$ cat src/rhpd_pkg.sv
`default_nettype none

package rhpd_pkg;

  localparam int CfgW   = 13;
  localparam int PosW   = 12;
  localparam int ChanW  = 2;
  localparam int RunW   = 5;
  localparam int MaxDim = 4096;

  localparam logic [CfgW-1:0] WidthReset  = 13'd640;
  localparam logic [CfgW-1:0] HeightReset = 13'd480;

  // parse phase codes
  localparam logic [1:0] PH_FIRST    = 2'd0;
  localparam logic [1:0] PH_PAIR_LOW = 2'd1;
  localparam logic [1:0] PH_RUN_HIGH = 2'd2;
  localparam logic [1:0] PH_RUN_LOW  = 2'd3;

  // commands from the controller to the datapath
  typedef struct packed {
    logic load_in;   // input transfer this cycle
    logic emit_run;  // emit the next byte of a pending run
  } rhpd_cmd_t;

  // status from the datapath to the controller
  typedef struct packed {
    logic in_run;    // the offered character closes a run header
    logic rem_last;  // one run byte left to emit
    logic out_free;  // output register can take a byte this cycle
  } rhpd_stat_t;

endpackage

`default_nettype wire

$ cat src/rhpd_regs.sv
`default_nettype none

module rhpd_regs (
  input  wire logic                       clk,
  input  wire logic                       rst,
  input  wire logic                       psel,
  input  wire logic                       penable,
  input  wire logic                       pwrite,
  input  wire logic [2:0]                 paddr,
  input  wire logic [31:0]                pwdata,
  output logic      [31:0]                prdata,
  output logic                            pready,
  output logic      [rhpd_pkg::CfgW-1:0]  image_width,
  output logic      [rhpd_pkg::CfgW-1:0]  image_height
);
  import rhpd_pkg::*;

  logic wr_en;

  assign pready = 1'b1;
  assign wr_en  = psel & penable & pwrite;

  always_ff @(posedge clk) begin
    if (rst) begin
      image_width  <= WidthReset;
      image_height <= HeightReset;
    end else if (wr_en) begin
      if (paddr[2]) begin
        image_height <= pwdata[CfgW-1:0];
      end else begin
        image_width <= pwdata[CfgW-1:0];
      end
    end
  end

  always_comb begin
    prdata = 32'd0;
    if (paddr[2]) begin
      prdata[CfgW-1:0] = image_height;
    end else begin
      prdata[CfgW-1:0] = image_width;
    end
  end

endmodule

`default_nettype wire

$ cat src/rhpd_ctrl.sv
`default_nettype none

module rhpd_ctrl (
  input  wire logic                  clk,
  input  wire logic                  rst,
  input  wire logic                  s_tvalid,
  output logic                       s_tready,
  input  wire rhpd_pkg::rhpd_stat_t  stat,
  output rhpd_pkg::rhpd_cmd_t        cmd
);
  import rhpd_pkg::*;

  localparam logic ST_ACCEPT = 1'b0;
  localparam logic ST_RUN    = 1'b1;

  logic state;
  logic state_next;

  always_comb begin
    state_next   = state;
    s_tready     = 1'b0;
    cmd.load_in  = 1'b0;
    cmd.emit_run = 1'b0;
    case (state)
      ST_ACCEPT: begin
        s_tready    = stat.out_free;
        cmd.load_in = s_tvalid & stat.out_free;
        if (cmd.load_in && stat.in_run) begin
          state_next = ST_RUN;
        end
      end
      ST_RUN: begin
        cmd.emit_run = stat.out_free;
        if (stat.out_free && stat.rem_last) begin
          state_next = ST_ACCEPT;
        end
      end
      default: begin
        state_next = ST_ACCEPT;
      end
    endcase
  end

  always_ff @(posedge clk) begin
    if (rst) begin
      state <= ST_ACCEPT;
    end else begin
      state <= state_next;
    end
  end

endmodule

`default_nettype wire

$ cat src/rhpd_datapath.sv
`default_nettype none

module rhpd_datapath (
  input  wire logic                       clk,
  input  wire logic                       rst,
  input  wire logic [rhpd_pkg::CfgW-1:0]  image_width,
  input  wire logic [rhpd_pkg::CfgW-1:0]  image_height,
  input  wire logic [7:0]                 char_code,
  input  wire logic                       frame_start,
  input  wire rhpd_pkg::rhpd_cmd_t        cmd,
  output rhpd_pkg::rhpd_stat_t            stat,
  output logic                            out_valid,
  input  wire logic                       out_ready,
  output logic      [7:0]                 byte_value,
  output logic      [rhpd_pkg::ChanW-1:0] channel,
  output logic      [rhpd_pkg::PosW-1:0]  column,
  output logic      [rhpd_pkg::PosW-1:0]  row,
  output logic                            out_of_range,
  output logic                            last_of_run
);
  import rhpd_pkg::*;

  logic [1:0]       phase;
  logic [1:0]       phase_eff;
  logic [7:0]       high_char;
  logic [RunW-1:0]  rem;
  logic [7:0]       run_value;
  logic [ChanW-1:0] chan_pos;
  logic [PosW-1:0]  col_pos;
  logic [PosW-1:0]  row_pos;

  logic [7:0]       nib_hi;
  logic [7:0]       nib_lo;
  logic [7:0]       pair_byte;
  logic [CfgW-1:0]  width_eff;
  logic [CfgW-1:0]  col_inc;
  logic             emit_in;
  logic             emit_any;
  logic [7:0]       emit_value;
  logic             emit_last;

  function automatic logic [7:0] nibble_of(input logic [7:0] ch);
    if (ch >= "A" && ch <= "F") begin
      nibble_of = ch - 8'("A") + 8'd10;
    end else begin
      nibble_of = ch - 8'("0");
    end
  endfunction

  always_comb begin
    phase_eff   = frame_start ? PH_FIRST : phase;
    nib_hi      = nibble_of(high_char);
    nib_lo      = nibble_of(char_code);
    pair_byte   = {nib_hi[3:0] | nib_lo[7:4], nib_lo[3:0]};

    stat.in_run   = (phase_eff == PH_RUN_LOW);
    stat.rem_last = (rem == RunW'(1));
    stat.out_free = ~out_valid | out_ready;

    emit_in  = cmd.load_in &
               ((phase_eff == PH_PAIR_LOW) || (phase_eff == PH_RUN_LOW));
    emit_any = emit_in | cmd.emit_run;

    // run bytes after the first come from the held value
    emit_value = cmd.emit_run ? run_value : pair_byte;
    emit_last  = cmd.emit_run ? stat.rem_last : (phase_eff == PH_PAIR_LOW);

    // clamp width into 1..MaxDim
    if (image_width == '0) begin
      width_eff = CfgW'(1);
    end else if (image_width > CfgW'(MaxDim)) begin
      width_eff = CfgW'(MaxDim);
    end else begin
      width_eff = image_width;
    end
    col_inc = {1'b0, col_pos} + CfgW'(1);
  end

  always_ff @(posedge clk) begin
    if (rst) begin
      phase     <= PH_FIRST;
      rem       <= '0;
      chan_pos  <= '0;
      col_pos   <= '0;
      row_pos   <= '0;
      out_valid <= 1'b0;
    end else begin
      if (emit_any) begin
        out_valid <= 1'b1;
      end else if (out_ready) begin
        out_valid <= 1'b0;
      end

      if (cmd.load_in) begin
        case (phase_eff)
          PH_FIRST: begin
            if (char_code >= "a" && char_code <= "z") begin
              rem   <= RunW'(char_code - 8'("a") + 8'd2);
              phase <= PH_RUN_HIGH;
            end else begin
              phase <= PH_PAIR_LOW;
            end
          end
          PH_PAIR_LOW: phase <= PH_FIRST;
          PH_RUN_HIGH: phase <= PH_RUN_LOW;
          PH_RUN_LOW: begin
            rem   <= rem - RunW'(1);
            phase <= PH_FIRST;
          end
          default: phase <= PH_FIRST;
        endcase
      end else if (cmd.emit_run) begin
        rem <= rem - RunW'(1);
      end

      if (cmd.load_in && frame_start) begin
        chan_pos <= '0;
        col_pos  <= '0;
        row_pos  <= '0;
      end else if (emit_any) begin
        if (chan_pos == ChanW'(2)) begin
          chan_pos <= '0;
          if (col_inc >= width_eff) begin
            col_pos <= '0;
            if (row_pos != {PosW{1'b1}}) begin
              row_pos <= row_pos + PosW'(1);
            end
          end else begin
            col_pos <= col_inc[PosW-1:0];
          end
        end else begin
          chan_pos <= chan_pos + ChanW'(1);
        end
      end
    end
  end

  always_ff @(posedge clk) begin
    if (cmd.load_in && (phase_eff == PH_FIRST || phase_eff == PH_RUN_HIGH)) begin
      high_char <= char_code;
    end
    if (emit_in) begin
      run_value <= pair_byte;
    end
    if (emit_any) begin
      byte_value   <= emit_value;
      channel      <= chan_pos;
      column       <= col_pos;
      row          <= row_pos;
      out_of_range <= ({1'b0, row_pos} >= image_height);
      last_of_run  <= emit_last;
    end
  end

endmodule

`default_nettype wire

$ cat src/rle_hex_pixel_decoder.sv
// A byte appears on the output in the cycle after the transfer that causes it.
// Throughput: one character per cycle while s_tready is high; a pair gives one byte,
// a run letter plus pair gives 2..27 bytes at one per cycle, input held as it drains.
// One output register paces any source: one byte per cycle while m_tready is high.
// Reset (rst, synchronous): clears parse phase, position and output valid;
// image_width returns to 640 and image_height to 480.
`default_nettype none

module rle_hex_pixel_decoder (
  input  wire logic        clk,
  input  wire logic        rst,
  // configuration port
  input  wire logic        psel,
  input  wire logic        penable,
  input  wire logic        pwrite,
  input  wire logic [2:0]  paddr,
  input  wire logic [31:0] pwdata,
  output logic      [31:0] prdata,
  output logic             pready,
  // character stream in
  input  wire logic        s_tvalid,
  output logic             s_tready,
  input  wire logic [7:0]  s_tdata,   // [7:0] char_code
  input  wire logic [0:0]  s_tuser,   // [0] frame_start
  // colour bytes out
  output logic             m_tvalid,
  input  wire logic        m_tready,
  output logic      [39:0] m_tdata,   // [7:0] byte_value, [9:8] channel,
                                      // [21:10] column, [33:22] row, [39:34] zero
  output logic             m_tlast,   // last_of_run
  output logic      [0:0]  m_tuser    // [0] out_of_range
);
  import rhpd_pkg::*;

  logic [CfgW-1:0]  image_width;
  logic [CfgW-1:0]  image_height;
  rhpd_cmd_t        cmd;
  rhpd_stat_t       stat;
  logic [7:0]       byte_value;
  logic [ChanW-1:0] channel;
  logic [PosW-1:0]  column;
  logic [PosW-1:0]  row;
  logic             out_of_range;

  // Register file: width at byte address 0, height at byte address 4.
  rhpd_regs u_regs (
    .clk          (clk),
    .rst          (rst),
    .psel         (psel),
    .penable      (penable),
    .pwrite       (pwrite),
    .paddr        (paddr),
    .pwdata       (pwdata),
    .prdata       (prdata),
    .pready       (pready),
    .image_width  (image_width),
    .image_height (image_height)
  );

  // Controller: take characters, or hold input while a run drains.
  rhpd_ctrl u_ctrl (
    .clk      (clk),
    .rst      (rst),
    .s_tvalid (s_tvalid),
    .s_tready (s_tready),
    .stat     (stat),
    .cmd      (cmd)
  );

  // Datapath: parse state, pixel position and the output register.
  rhpd_datapath u_dp (
    .clk          (clk),
    .rst          (rst),
    .image_width  (image_width),
    .image_height (image_height),
    .char_code    (s_tdata),
    .frame_start  (s_tuser[0]),
    .cmd          (cmd),
    .stat         (stat),
    .out_valid    (m_tvalid),
    .out_ready    (m_tready),
    .byte_value   (byte_value),
    .channel      (channel),
    .column       (column),
    .row          (row),
    .out_of_range (out_of_range),
    .last_of_run  (m_tlast)
  );

  // Pack the result fields, lowest field first, padded to whole bytes.
  assign m_tdata    = {6'd0, row, column, channel, byte_value};
  assign m_tuser[0] = out_of_range;

endmodule

`default_nettype wire

$ cat config.mk
export PLATFORM = sky130hd
export DESIGN_NAME = rle_hex_pixel_decoder
export DESIGN_NICKNAME = d
export VERILOG_FILES = /design/src/rhpd_pkg.sv /design/src/rhpd_regs.sv /design/src/rhpd_ctrl.sv /design/src/rhpd_datapath.sv /design/src/rle_hex_pixel_decoder.sv
export SDC_FILE = /design/constraint.sdc
export NUM_CORES = 1
export LEC_CHECK = 0
export BUFFER_PORTS_ARGS = -buffer_cell sky130_fd_sc_hd__clkbuf_2
export CAP_MARGIN = 20
export CORE_MARGIN = 2
export CORE_UTILIZATION = 48
export DETAILED_ROUTE_END_ITERATION = 16
export GPL_ROUTABILITY_DRIVEN = 1
export PLACE_DENSITY = 0.72
export SLEW_MARGIN = 20
export SYNTH_ARGS = -nofsm -noshare
export SYNTH_HDL_FRONTEND = slang
export SYNTH_SLANG_ARGS = --single-unit
$ cat constraint.sdc
create_clock -name clk -period 3 [get_ports clk]
set_input_delay 0.3 -clock clk [delete_from_list [all_inputs] [get_ports clk]]
set_output_delay 0.3 -clock clk [all_outputs]
set_load 0.01 [all_outputs]
Yosys cells after proc, flatten, opt, wreduce, memory -nomap -nowiden
Index checks and enable logic that the tools add are counted.
{"block": "word_totals", "reg_bits": 113, "input_bits": 51, "wordCells": 100}
{"block": "op_classes", "add_sub_neg": 12, "order_cmp": 9, "eq_ne": 8, "n_mux": 24, "bitwise": 10, "reduce_logical": 20}
{"cell": "$mux W13", "count": 3}
{"cell": "$ge A8 B7 Y1 const B", "count": 3}
{"cell": "$le A8 B7 Y1 const B", "count": 3}
{"cell": "$mux W8", "count": 2}
{"cell": "$mux W5", "count": 3}
{"cell": "$add A12 B1 Y13 const B", "count": 1}
{"cell": "$ge A12 B13 Y1", "count": 1}
{"cell": "$ge A13 B13 Y1", "count": 1}
{"cell": "$gt A13 B13 Y1 const B", "count": 1}
{"cell": "$logic_not A13 Y1", "count": 1}
{"cell": "$add A12 B1 Y12 const B", "count": 1}
{"cell": "$mux W12", "count": 1}
{"cell": "$ne A12 B12 Y1 const B", "count": 1}
{"cell": "$pmux W5 S2", "count": 1}
{"cell": "$sub A5 B1 Y5 const B", "count": 2}
{"cell": "$add A8 B4 Y8 const B", "count": 1}
{"cell": "$mux W1", "count": 8}
{"cell": "$sub A4 B1 Y4 const B", "count": 2}
{"cell": "$sub A8 B6 Y8 const B", "count": 1}
{"cell": "$sub A8 B7 Y8 const B", "count": 1}
{"cell": "$logic_and A1 B1 Y1", "count": 7}
{"cell": "$eq A2 B2 Y1 const B", "count": 3}
{"cell": "$mux W2", "count": 3}
{"cell": "$ne A3 B3 Y1 const B", "count": 2}
{"cell": "19 further kinds", "count": 30}

Logic depth before layout (Yosys ltp)
Gate-level depths: netlist (run 1).
{"block": "depth", "depth_word": 7, "depth_mapped": 12}

Modules after synthesis
Synthesis (run 1) repeated with hierarchy kept, for this count alone.
{"block": "unflattened", "cells_unflattened": 618, "area_unflattened_um2": 6322.3}
{"mod": "rhpd_datapath", "instances": 1, "cells_each": 463, "area_per_inst_um2": 4798.4}
{"mod": "rhpd_regs", "instances": 1, "cells_each": 142, "area_per_inst_um2": 1418.9}
{"mod": "rhpd_ctrl", "instances": 1, "cells_each": 6, "area_per_inst_um2": 56.3}
{"mod": "rle_hex_pixel_decoder", "instances": 1, "cells_each": 7, "area_per_inst_um2": 48.8}

Least setup slack after synthesis (run 1)
No wires, ideal clock.
{"block": "synth_path", "path_type": "flip-flop to flip-flop", "from": "reg u_dp.col_pos[2]", "to": "reg u_dp.col_pos[11]", "setup_time_ns": 0.060, "t_arrival_ns": 2.682, "required_time_ns": 2.940, "setup_slack_ns": 0.258, "stages_incl_launch_ff": 13, "path_buffers": 0, "path_cell_list": "dfxtp_1 > and3_1 > and3_1 > and2_1 > and3_1 > xor2_1 > ha_1 > nand4_1 > a211oi_1 > a21oi_2 > nand2_1 > nor4_1 > a22o_1"}
{"block": "synth_via", "elab_chain_len": 3}
{"item": "start: declaration", "line": "rhpd_datapath.sv:29", "rtl": "logic [PosW-1:0] col_pos;"}
{"item": "start signal: assignment", "line": "rhpd_datapath.sv:129", "rtl": "col_pos <= col_inc[PosW-1:0];"}
{"item": "$add A12 B1 Y13 (*)", "line": "rhpd_datapath.sv:76", "rtl": "col_inc = {1'b0, col_pos} + CfgW'(1);"}
{"item": "$ge A13 B13 Y1", "line": "rhpd_datapath.sv:123", "rtl": "if (col_inc >= width_eff) begin"}
{"item": "$mux W12 (*)", "line": "rhpd_datapath.sv:123"}
Mark *: on every way between the ends. The rest lies on a longest branch, timed or not.
A chain may end at the register's enable or synchronous reset.

Final worst setup path (run 1)
{"block": "layout_path", "from": "reg u_dp.col_pos[2]", "to": "reg u_dp.row_pos[8]"}
{"block": "layout_via", "elab_chain_len": 3}
{"item": "$add A12 B1 Y13", "line": "rhpd_datapath.sv:76"}
{"item": "$ge A13 B13 Y1", "line": "rhpd_datapath.sv:123"}
{"item": "$reduce_and A4 Y1 (no line)"}
{"item": "end signal: assignment", "line": "rhpd_datapath.sv:126", "rtl": "row_pos <= row_pos + PosW'(1);"}
{"item": "end: declaration", "line": "rhpd_datapath.sv:30", "rtl": "logic [PosW-1:0] row_pos;"}
No other way between the ends.

==> run metrics, run 1 <==
Core Region 12500 um2; final worst path period share about 97%; hold_buf cts 0; drt pass-1 iters 5; DIE HEIGHT 116 um; Final Max Slew Viols 0; critical path data required time 3.31 ns; cell taking the most area after synthesis edfxtp_1; Port Buffer Count 80; Post-synth EDFFs 52; DRC viols 0; Post-Route Utilization 58.4%; mapped cell area 6060 um2; I/O pins 128; highest clock rate 345 MHz; Yosys cell types 63; Die Footprint 13500 um2; Fillers 1051; Synth warnings 0; critical path peak fanout 6; root buf cell clkbuf_16; crit path capture type register; CP Cell Sequence and3_4 > and3_4 > and2_4 > nand4_1 > xnor2_2 > ha_1 > nand4_1 > a211oi_2 > a21oi_2 > buf_12 > buf_4 > a21oi_2 > a21oi_1 > a31o_2; setup_tns 0 ns; H-tree Lvls 4; Tmin final 2.90 ns; initial core utilization between 40% and 50%; final count of hold timing violations 0; clk_skew 0.0118 ns; # setup viols final 0; pre-CTS WS 0.0672 ns; worst hold path class input pin to register; ANT nets after route 0; area grow syn2layout 20.2%; share of the synthesized area in the top cell type 25.8%; gr ovfl total 0; placed instance count 865; CTS clk-pin slew, worst paths 0.05 ns; PwrDens ~540 nW/um2; CTS tree built; num rows 41; Multi-input gate area 3030 um2; Clock Tree Buf Depth 2; layout cells sized above 1 23.9%; Mapped Cells around 620; initial antenna violation count 0; Iter 0 DRT Violations 411; Post-synth ARST share 0%; gp weighted congestion around 0.89; Worst-Skew Late Latency 0.42 ns; status completed; sequential fraction of the synthesis area a little under half; design area 7280 um2; number of synthesized register bits 113; Total GRT Usage between 20% and 30%; CTS buffer count 17; WL per Instance 15.0 um; syn_area_per_cell 9.74 um2; Synth top cells by count 99 x nand2_1, 61 x dfxtp_1, 52 x edfxtp_1; first-pass GRT wire length 21.6 mm; Worst slew margin between 40% and 50%; most frequent cell after synthesis nand2_1; worst-path cell with the longest stage delay dfxtp_1; final non-filler cell total 899; Vias between 4000 and 5000; vias per inst between 5 and 6; Register Area 2790 um2; placed inst area 6590 um2; WS Path Type register to register; R2R Setup Slk 0.1 ns; Leakage 3.04 nW; top cells by area, synth edfxtp_1 26%, dfxtp_1 20%, ha_1 8.5%, nand2_1 6.1%, a21oi_1 4.2%; startpoint types register; max_cap viols 0; nets@finish slightly above 800; post-route setup slack 0.0997 ns; main flop type after synthesis dfxtp_1; Peak supply drop roughly 310 uV; Detailed Route WL 13.5 mm; Critical Path AT 3.21 ns; DIE WIDTH about 120 um; largest net degree at the start of global routing 32; vias in the first global route 4402; clk sinks 113; Tightest Pin Transition roughly 0.87 ns; post-DP HPWL roughly 9.8 mm; slowest stage delay, CP 0.34 ns; diodes inserted 0
[report_power, final]
part           internal [W]  switching [W]
clock               0.00132       0.000683
sequential          0.00165      0.0000241
combinational      0.000104       0.000180
[repair_timing]
| item | CTS | global route |
|---|---|---|
| buffers inserted | 0 | 2 |
| gates resized for setup | 0 | 15 |
| endpoints found under the hold margin | 0 | 0 |
| setup endpoints to repair | 0 | 21 |
[worst paths after layout]
path	endpoint	cells after the start	from
max	u_dp.row_pos[8]$_SDFFE_PP0P_	14	u_dp.col_pos[2]$_SDFFE_PP0P_
min	u_dp.high_char[7]$_DFFE_PP_	1	s_tdata[7]
max reg2reg	u_dp.row_pos[8]$_SDFFE_PP0P_	14	u_dp.col_pos[2]$_SDFFE_PP0P_
min reg2reg	u_regs.image_height[2]$_SDFFE_PP0P_	2	u_regs.image_height[2]$_SDFFE_PP0P_
[layout by cell type (no fill, tap or decap), types with 20 or more instances in the layout]
cell       count
nand2_1       99
nand3_1       20
dfxtp_1       57
a21oi_1       50
clkbuf_16     20
ha_1          41
conb_1        26
edfxtp_1      52
clkbuf_2      80
nor2_1        37
inv_1         31
[layout make-up]
class / instances / share of cell area [%]
multi-input cells: 458 / 41.7
flip-flops and latches: 113 / 38.3
clock buffers: 24 / 7.36
repair buffers: 93 / 7.18
well taps: 172 / 2.96
inverters: 31 / 1.60
clock inverters: 8 / 0.962
[kinds of logic (layout without fill, tap and decap cells)]
logic type / count (synthesis) / after routing / synth area share [%]
and+or+nand+nor: 220 / 220 / 17.8
AOI/OAI and AO/OA: 126 / 126 / 13.9
DFF: 113 / 113 / 46.0
buffers and inverters: 75 / 156 / 6.38
adders and majority gates: 41 / 41 / 8.47
xor gates and xnor gates: 24 / 24 / 3.47
muxes: 21 / 21 / 3.86
other: 2 / 26 / 0.124
[state kept, by name, indices dropped and copies added, names as in the netlist]
name                 flops
u_regs.image_height     13
u_regs.image_width      13
u_dp.col_pos            12
u_dp.column             12
u_dp.row                12
u_dp.row_pos            12
u_dp.byte_value          8
u_dp.high_char           8
u_dp.run_value           8
u_dp.rem                 5
u_dp.chan_pos            2
u_dp.channel             2
u_dp.phase               2
u_ctrl.state             1
u_dp.last_of_run         1
u_dp.out_of_range        1
u_dp.out_valid           1
[stage by stage]
| step | hold WS [ns] | total power [W] |
|---|---|---|
| after global placement | 0.459 | 0.00197 |
| after global routing | 0.0933 | 0.00409 |
| after detailed placement | 0.462 | 0.00198 |
| final | 0.104 | 0.00396 |
| after CTS | 0.0865 | 0.00399 |
| after floorplan | 0.399 | 0.00191 |
[layer usage]
layer	vias up	routed length [um]	GRT usage, %
li1	2337	-	-
met1	2244	6070	27.6
met2	165	6350	32.6
met3	17	784	4.31
met4	0	248	8.81
met5	-	0	0
[worst max-delay path: cells and delay by family (launching register included)]
| kind | cells | cell delay [ns] |
|---|---|---|
| AOI/OAI and AO/OA | 5 | 0.88 |
| and+or+nand+nor | 5 | 0.81 |
| DFF | 1 | 0.34 |
| buffers and inverters | 2 | 0.29 |
| adders and majority gates | 1 | 0.28 |
| xor gates and xnor gates | 1 | 0.20 |
(Power assumes the default switching activity.)
==> run 2, diff against run 1 <==
- ABC_AREA: not set -> 1
- PLACE_DENSITY: 0.72 -> 0.71
==> run metrics, run 2 <==
R2R Setup Slk 0.35 ns (was 0.1 ns); hold_buf cts 0 (unchanged); clk_skew 0.00831 ns (was 0.0118 ns); post-DP HPWL 10.1 mm (was 9.84 mm); gr ovfl total 0 (unchanged); WS Path Type register to register (unchanged); diodes inserted 0 (unchanged); worst reg2reg endpoint u_dp.col_pos[6]$_SDFFE_PP0P_ (was u_dp.row_pos[8]$_SDFFE_PP0P_); Leakage 3.38 nW (was 3.04 nW); Clock Tree Buf Depth 2 (unchanged); largest net degree at the start of global routing 33 (was 32); Tightest Pin Transition 0.845 ns (was 0.871 ns); syn_area_per_cell 8.09 um2 (was 9.74 um2); first-pass GRT wire length 22.5 mm (was 21.6 mm); pre-CTS WS 0.0377 ns (was 0.0672 ns); DIE WIDTH 118 um (was 116 um); area grow syn2layout 19.2% (was 20.2%); vias in the first global route 4601 (was 4402); initial core utilization 49.2% (was 48.6%); Detailed Route WL 13.8 mm (was 13.5 mm); gp weighted congestion 0.894 (was 0.885); Post-Route Utilization 58.7% (was 58.4%); crit path capture type register (unchanged); Post-synth EDFFs 52 (unchanged); commonest cells after routing, fill and taps aside 204 x nand2_1, 80 x clkbuf_2, 78 x inv_1, 66 x nor2_1, 61 x dfxtp_1 (was 99 x nand2_1, 80 x clkbuf_2, 57 x dfxtp_1, 52 x edfxtp_1, 50 x a21oi_1); final worst path period share 88.4% (was 96.7%); Critical Path AT 3.00 ns (was 3.21 ns); Mapped Cells 768 (was 622); Total GRT Usage 20.5% (was 20.6%); max_cap viols 0 (unchanged); sequential fraction of the synthesis area 44.8% (was 46.0%); Hold Path Cell Cnt 1 (unchanged); vias per inst 5.01 (was 5.30); nets@finish 950 (was 806); drt pass-1 iters 5 (unchanged); Synth warnings 0 (unchanged); final count of hold timing violations 0 (unchanged); # setup viols final 0 (unchanged); placed inst area 6740 um2 (was 6590 um2); Port Buffer Count 80 (unchanged); most common cell after layout, fill and taps aside nand2_1 (unchanged); number of synthesized register bits 113 (unchanged); biggest regs u_regs.image_height x13, u_regs.image_width x13 (unchanged); initial antenna violation count 0 (unchanged); CTS buffer count 17 (unchanged); most frequent cell after synthesis nand2_1 (unchanged); PwrDens 564 nW/um2 (was 544 nW/um2); highest clock rate 377 MHz (was 345 MHz); critical path peak fanout 11 (was 6); postcts setup bufs 0 (unchanged); Iter 0 DRT Violations 282 (was 411); H-tree Lvls 4 (unchanged); CTS tree built (unchanged); clk sinks 113 (unchanged); design area 7410 um2 (was 7280 um2); mapped cell area 6210 um2 (was 6060 um2); total chip power 0.00418 W (was 0.00396 W); reg-to-reg startpoint u_regs.image_width[4]$_SDFFE_PP0P_ (was u_dp.col_pos[2]$_SDFFE_PP0P_); Core Region 12600 um2 (was 12500 um2); num rows 41 (unchanged); Hold Path End u_dp.high_char[7]$_DFFE_PP_ (unchanged); critical path data required time 3.35 ns (was 3.31 ns); DRC viols 0 (unchanged); status completed (unchanged); root buf cell clkbuf_16 (unchanged); Post-synth ARST share 0% (unchanged); worst hold path class input pin to register (unchanged); startpoint types register (unchanged); Tmin final 2.65 ns (was 2.90 ns); Final Max Slew Viols 0 (unchanged); length in cells of the worst reg-to-reg path 13 (was 14); Vias 5228 (was 4763); setup_tns 0 ns (unchanged); Worst-Skew Late Latency 0.42 ns (about the same); post-route setup slack 0.348 ns (was 0.0997 ns); share of the synthesized area in the top cell type 25.1% (was 25.8%); layout cells sized above 1 16.0% (was 23.9%); Die Footprint 13900 um2 (was 13500 um2); critical hold path startpoint s_tdata[7] (unchanged); Fillers 1189 (was 1051); ANT nets after route 0 (unchanged); CTS clk-pin slew, worst paths 0.05 ns (about the same); top cells by area, synth edfxtp_1 25%, dfxtp_1 20%, nand2_1 12%, ha_1 8.3%, inv_1 4.7% (was edfxtp_1 26%, dfxtp_1 20%, ha_1 8.5%, nand2_1 6.1%, a21oi_1 4.2%); Worst slew margin 43.4% (was 41.7%); cell taking the most area after synthesis edfxtp_1 (unchanged); I/O pins 128 (unchanged); Synth top cells by count 205 x nand2_1, 78 x inv_1, 66 x nor2_1 (was 99 x nand2_1, 61 x dfxtp_1, 52 x edfxtp_1); main flop type after synthesis dfxtp_1 (unchanged); Yosys cell types 39 (was 63); DIE HEIGHT 118 um (was 116 um); Peak supply drop 410 uV (was 305 uV); WL per Instance 13.2 um (was 15.0 um)
-- run 2: cell count changes after synthesis, moves of 14 or more --
| cell | before | now |
|---|---|---|
| nand2_1 | 99 | 205 |
| inv_1 | 31 | 78 |
| nand4_1 | 9 | 27 |
| mux2_2 | 19 | 0 |
| nor2_1 | 37 | 66 |
| nand2b_1 | 14 | 0 |
| o21ai_0 | 18 | 50 |
-- run 2: logic make-up (layout without fill, tap and decap cells) --
family / count (synthesis) / in the layout / share of synthesized area, %
AND/OR/NAND/NOR: 344 / 344 / 24.1
buffers and inverters: 127 / 206 / 9.50
AO/OA/AOI/OAI: 116 / 116 / 9.70
flip-flops: 113 / 113 / 44.8
adder cells (fa/ha/maj): 41 / 41 / 8.25
XOR/XNOR: 24 / 24 / 3.38
other: 2 / 26 / 0.121
multiplexers: 1 / 1 / 0.161
-- run 2: timing repair --
| item | 4_1_cts | 5_1_grt |
|---|---|---|
| setup endpoints to repair | 0 | 23 |
| hold endpoints to repair | 0 | 0 |
| gates resized for setup | 0 | 4 |
-- run 2: power by group --
| part | internal, W | switching [W] |
|---|---|---|
| Sequential | 0.00165 | 0.0000215 |
| Combinational | 0.000110 | 0.000219 |
| Clock | 0.00150 | 0.000675 |
| Total | 0.00326 | 0.000916 |
-- run 2: through the flow --
stage	instances	hold WS, ns
2_1_floorplan	792	0.399
3_3_place_gp	1011	0.457
3_5_place_dp	1011	0.459
4_1_cts	1043	0.0897
5_1_grt	1043	0.104
6_report	1043	0.101
-- run 2: routing by layer --
| metal | vias up | global-route usage [%] | wire length [um] |
|---|---|---|---|
| met1 | 2389 | 29.0 | 6640 |
| met3 | 16 | 5.09 | 804 |
| met2 | 166 | 30.3 | 6160 |
| met4 | 0 | 7.83 | 199 |
| li1 | 2657 | - | - |
| met5 | - | 0 | 0 |
-- run 2: worst max-delay path by stage --
stage	start	endpoint	slack (ns)
after floorplan	u_dp.out_valid$_SDFFE_PP0P_	u_dp.byte_value[0]$_DFFE_PP_	0.31
after global placement	u_regs.image_width[4]$_SDFFE_PP0P_	u_dp.row_pos[7]$_SDFFE_PP0P_	0.12
after detailed placement	u_regs.image_width[4]$_SDFFE_PP0P_	u_dp.row_pos[11]$_SDFFE_PP0P_	0.04
after CTS	u_regs.image_width[4]$_SDFFE_PP0P_	u_dp.row_pos[2]$_SDFFE_PP0P_	0.03
after global routing	u_dp.col_pos[0]$_SDFFE_PP0P_	u_dp.col_pos[1]$_SDFFE_PP0P_	-0.004
final	u_regs.image_width[4]$_SDFFE_PP0P_	u_dp.col_pos[6]$_SDFFE_PP0P_	0.35
-- run 2: layout make-up --
cell class / count / area, um2 / share of cell area, %
Inverter: 82 / 308 / 4.16
Timing Repair Buffer: 92 / 490 / 6.62
Clock buffer: 20 / 457 / 6.17
Sequential cell: 113 / 2780 / 37.6
Tap cell: 172 / 215 / 2.91
Multi-Input combinational cell: 552 / 2970 / 40.1
Clock inverter: 12 / 186 / 2.52
-- run 2: critical path: stages (launching register included) --
cell and delay, ns:
dfxtp_1 0.31, nor4_2 0.34, nand4_1 0.19, o21ai_2 0.26
buf_4 0.18, nand2_1 0.07, ha_1 0.29, a21oi_1 0.15
nor2_1 0.06, nor2_1 0.12, nand2_2 0.14, nor2_4 0.25
nand2_1 0.10, a21oi_1 0.13
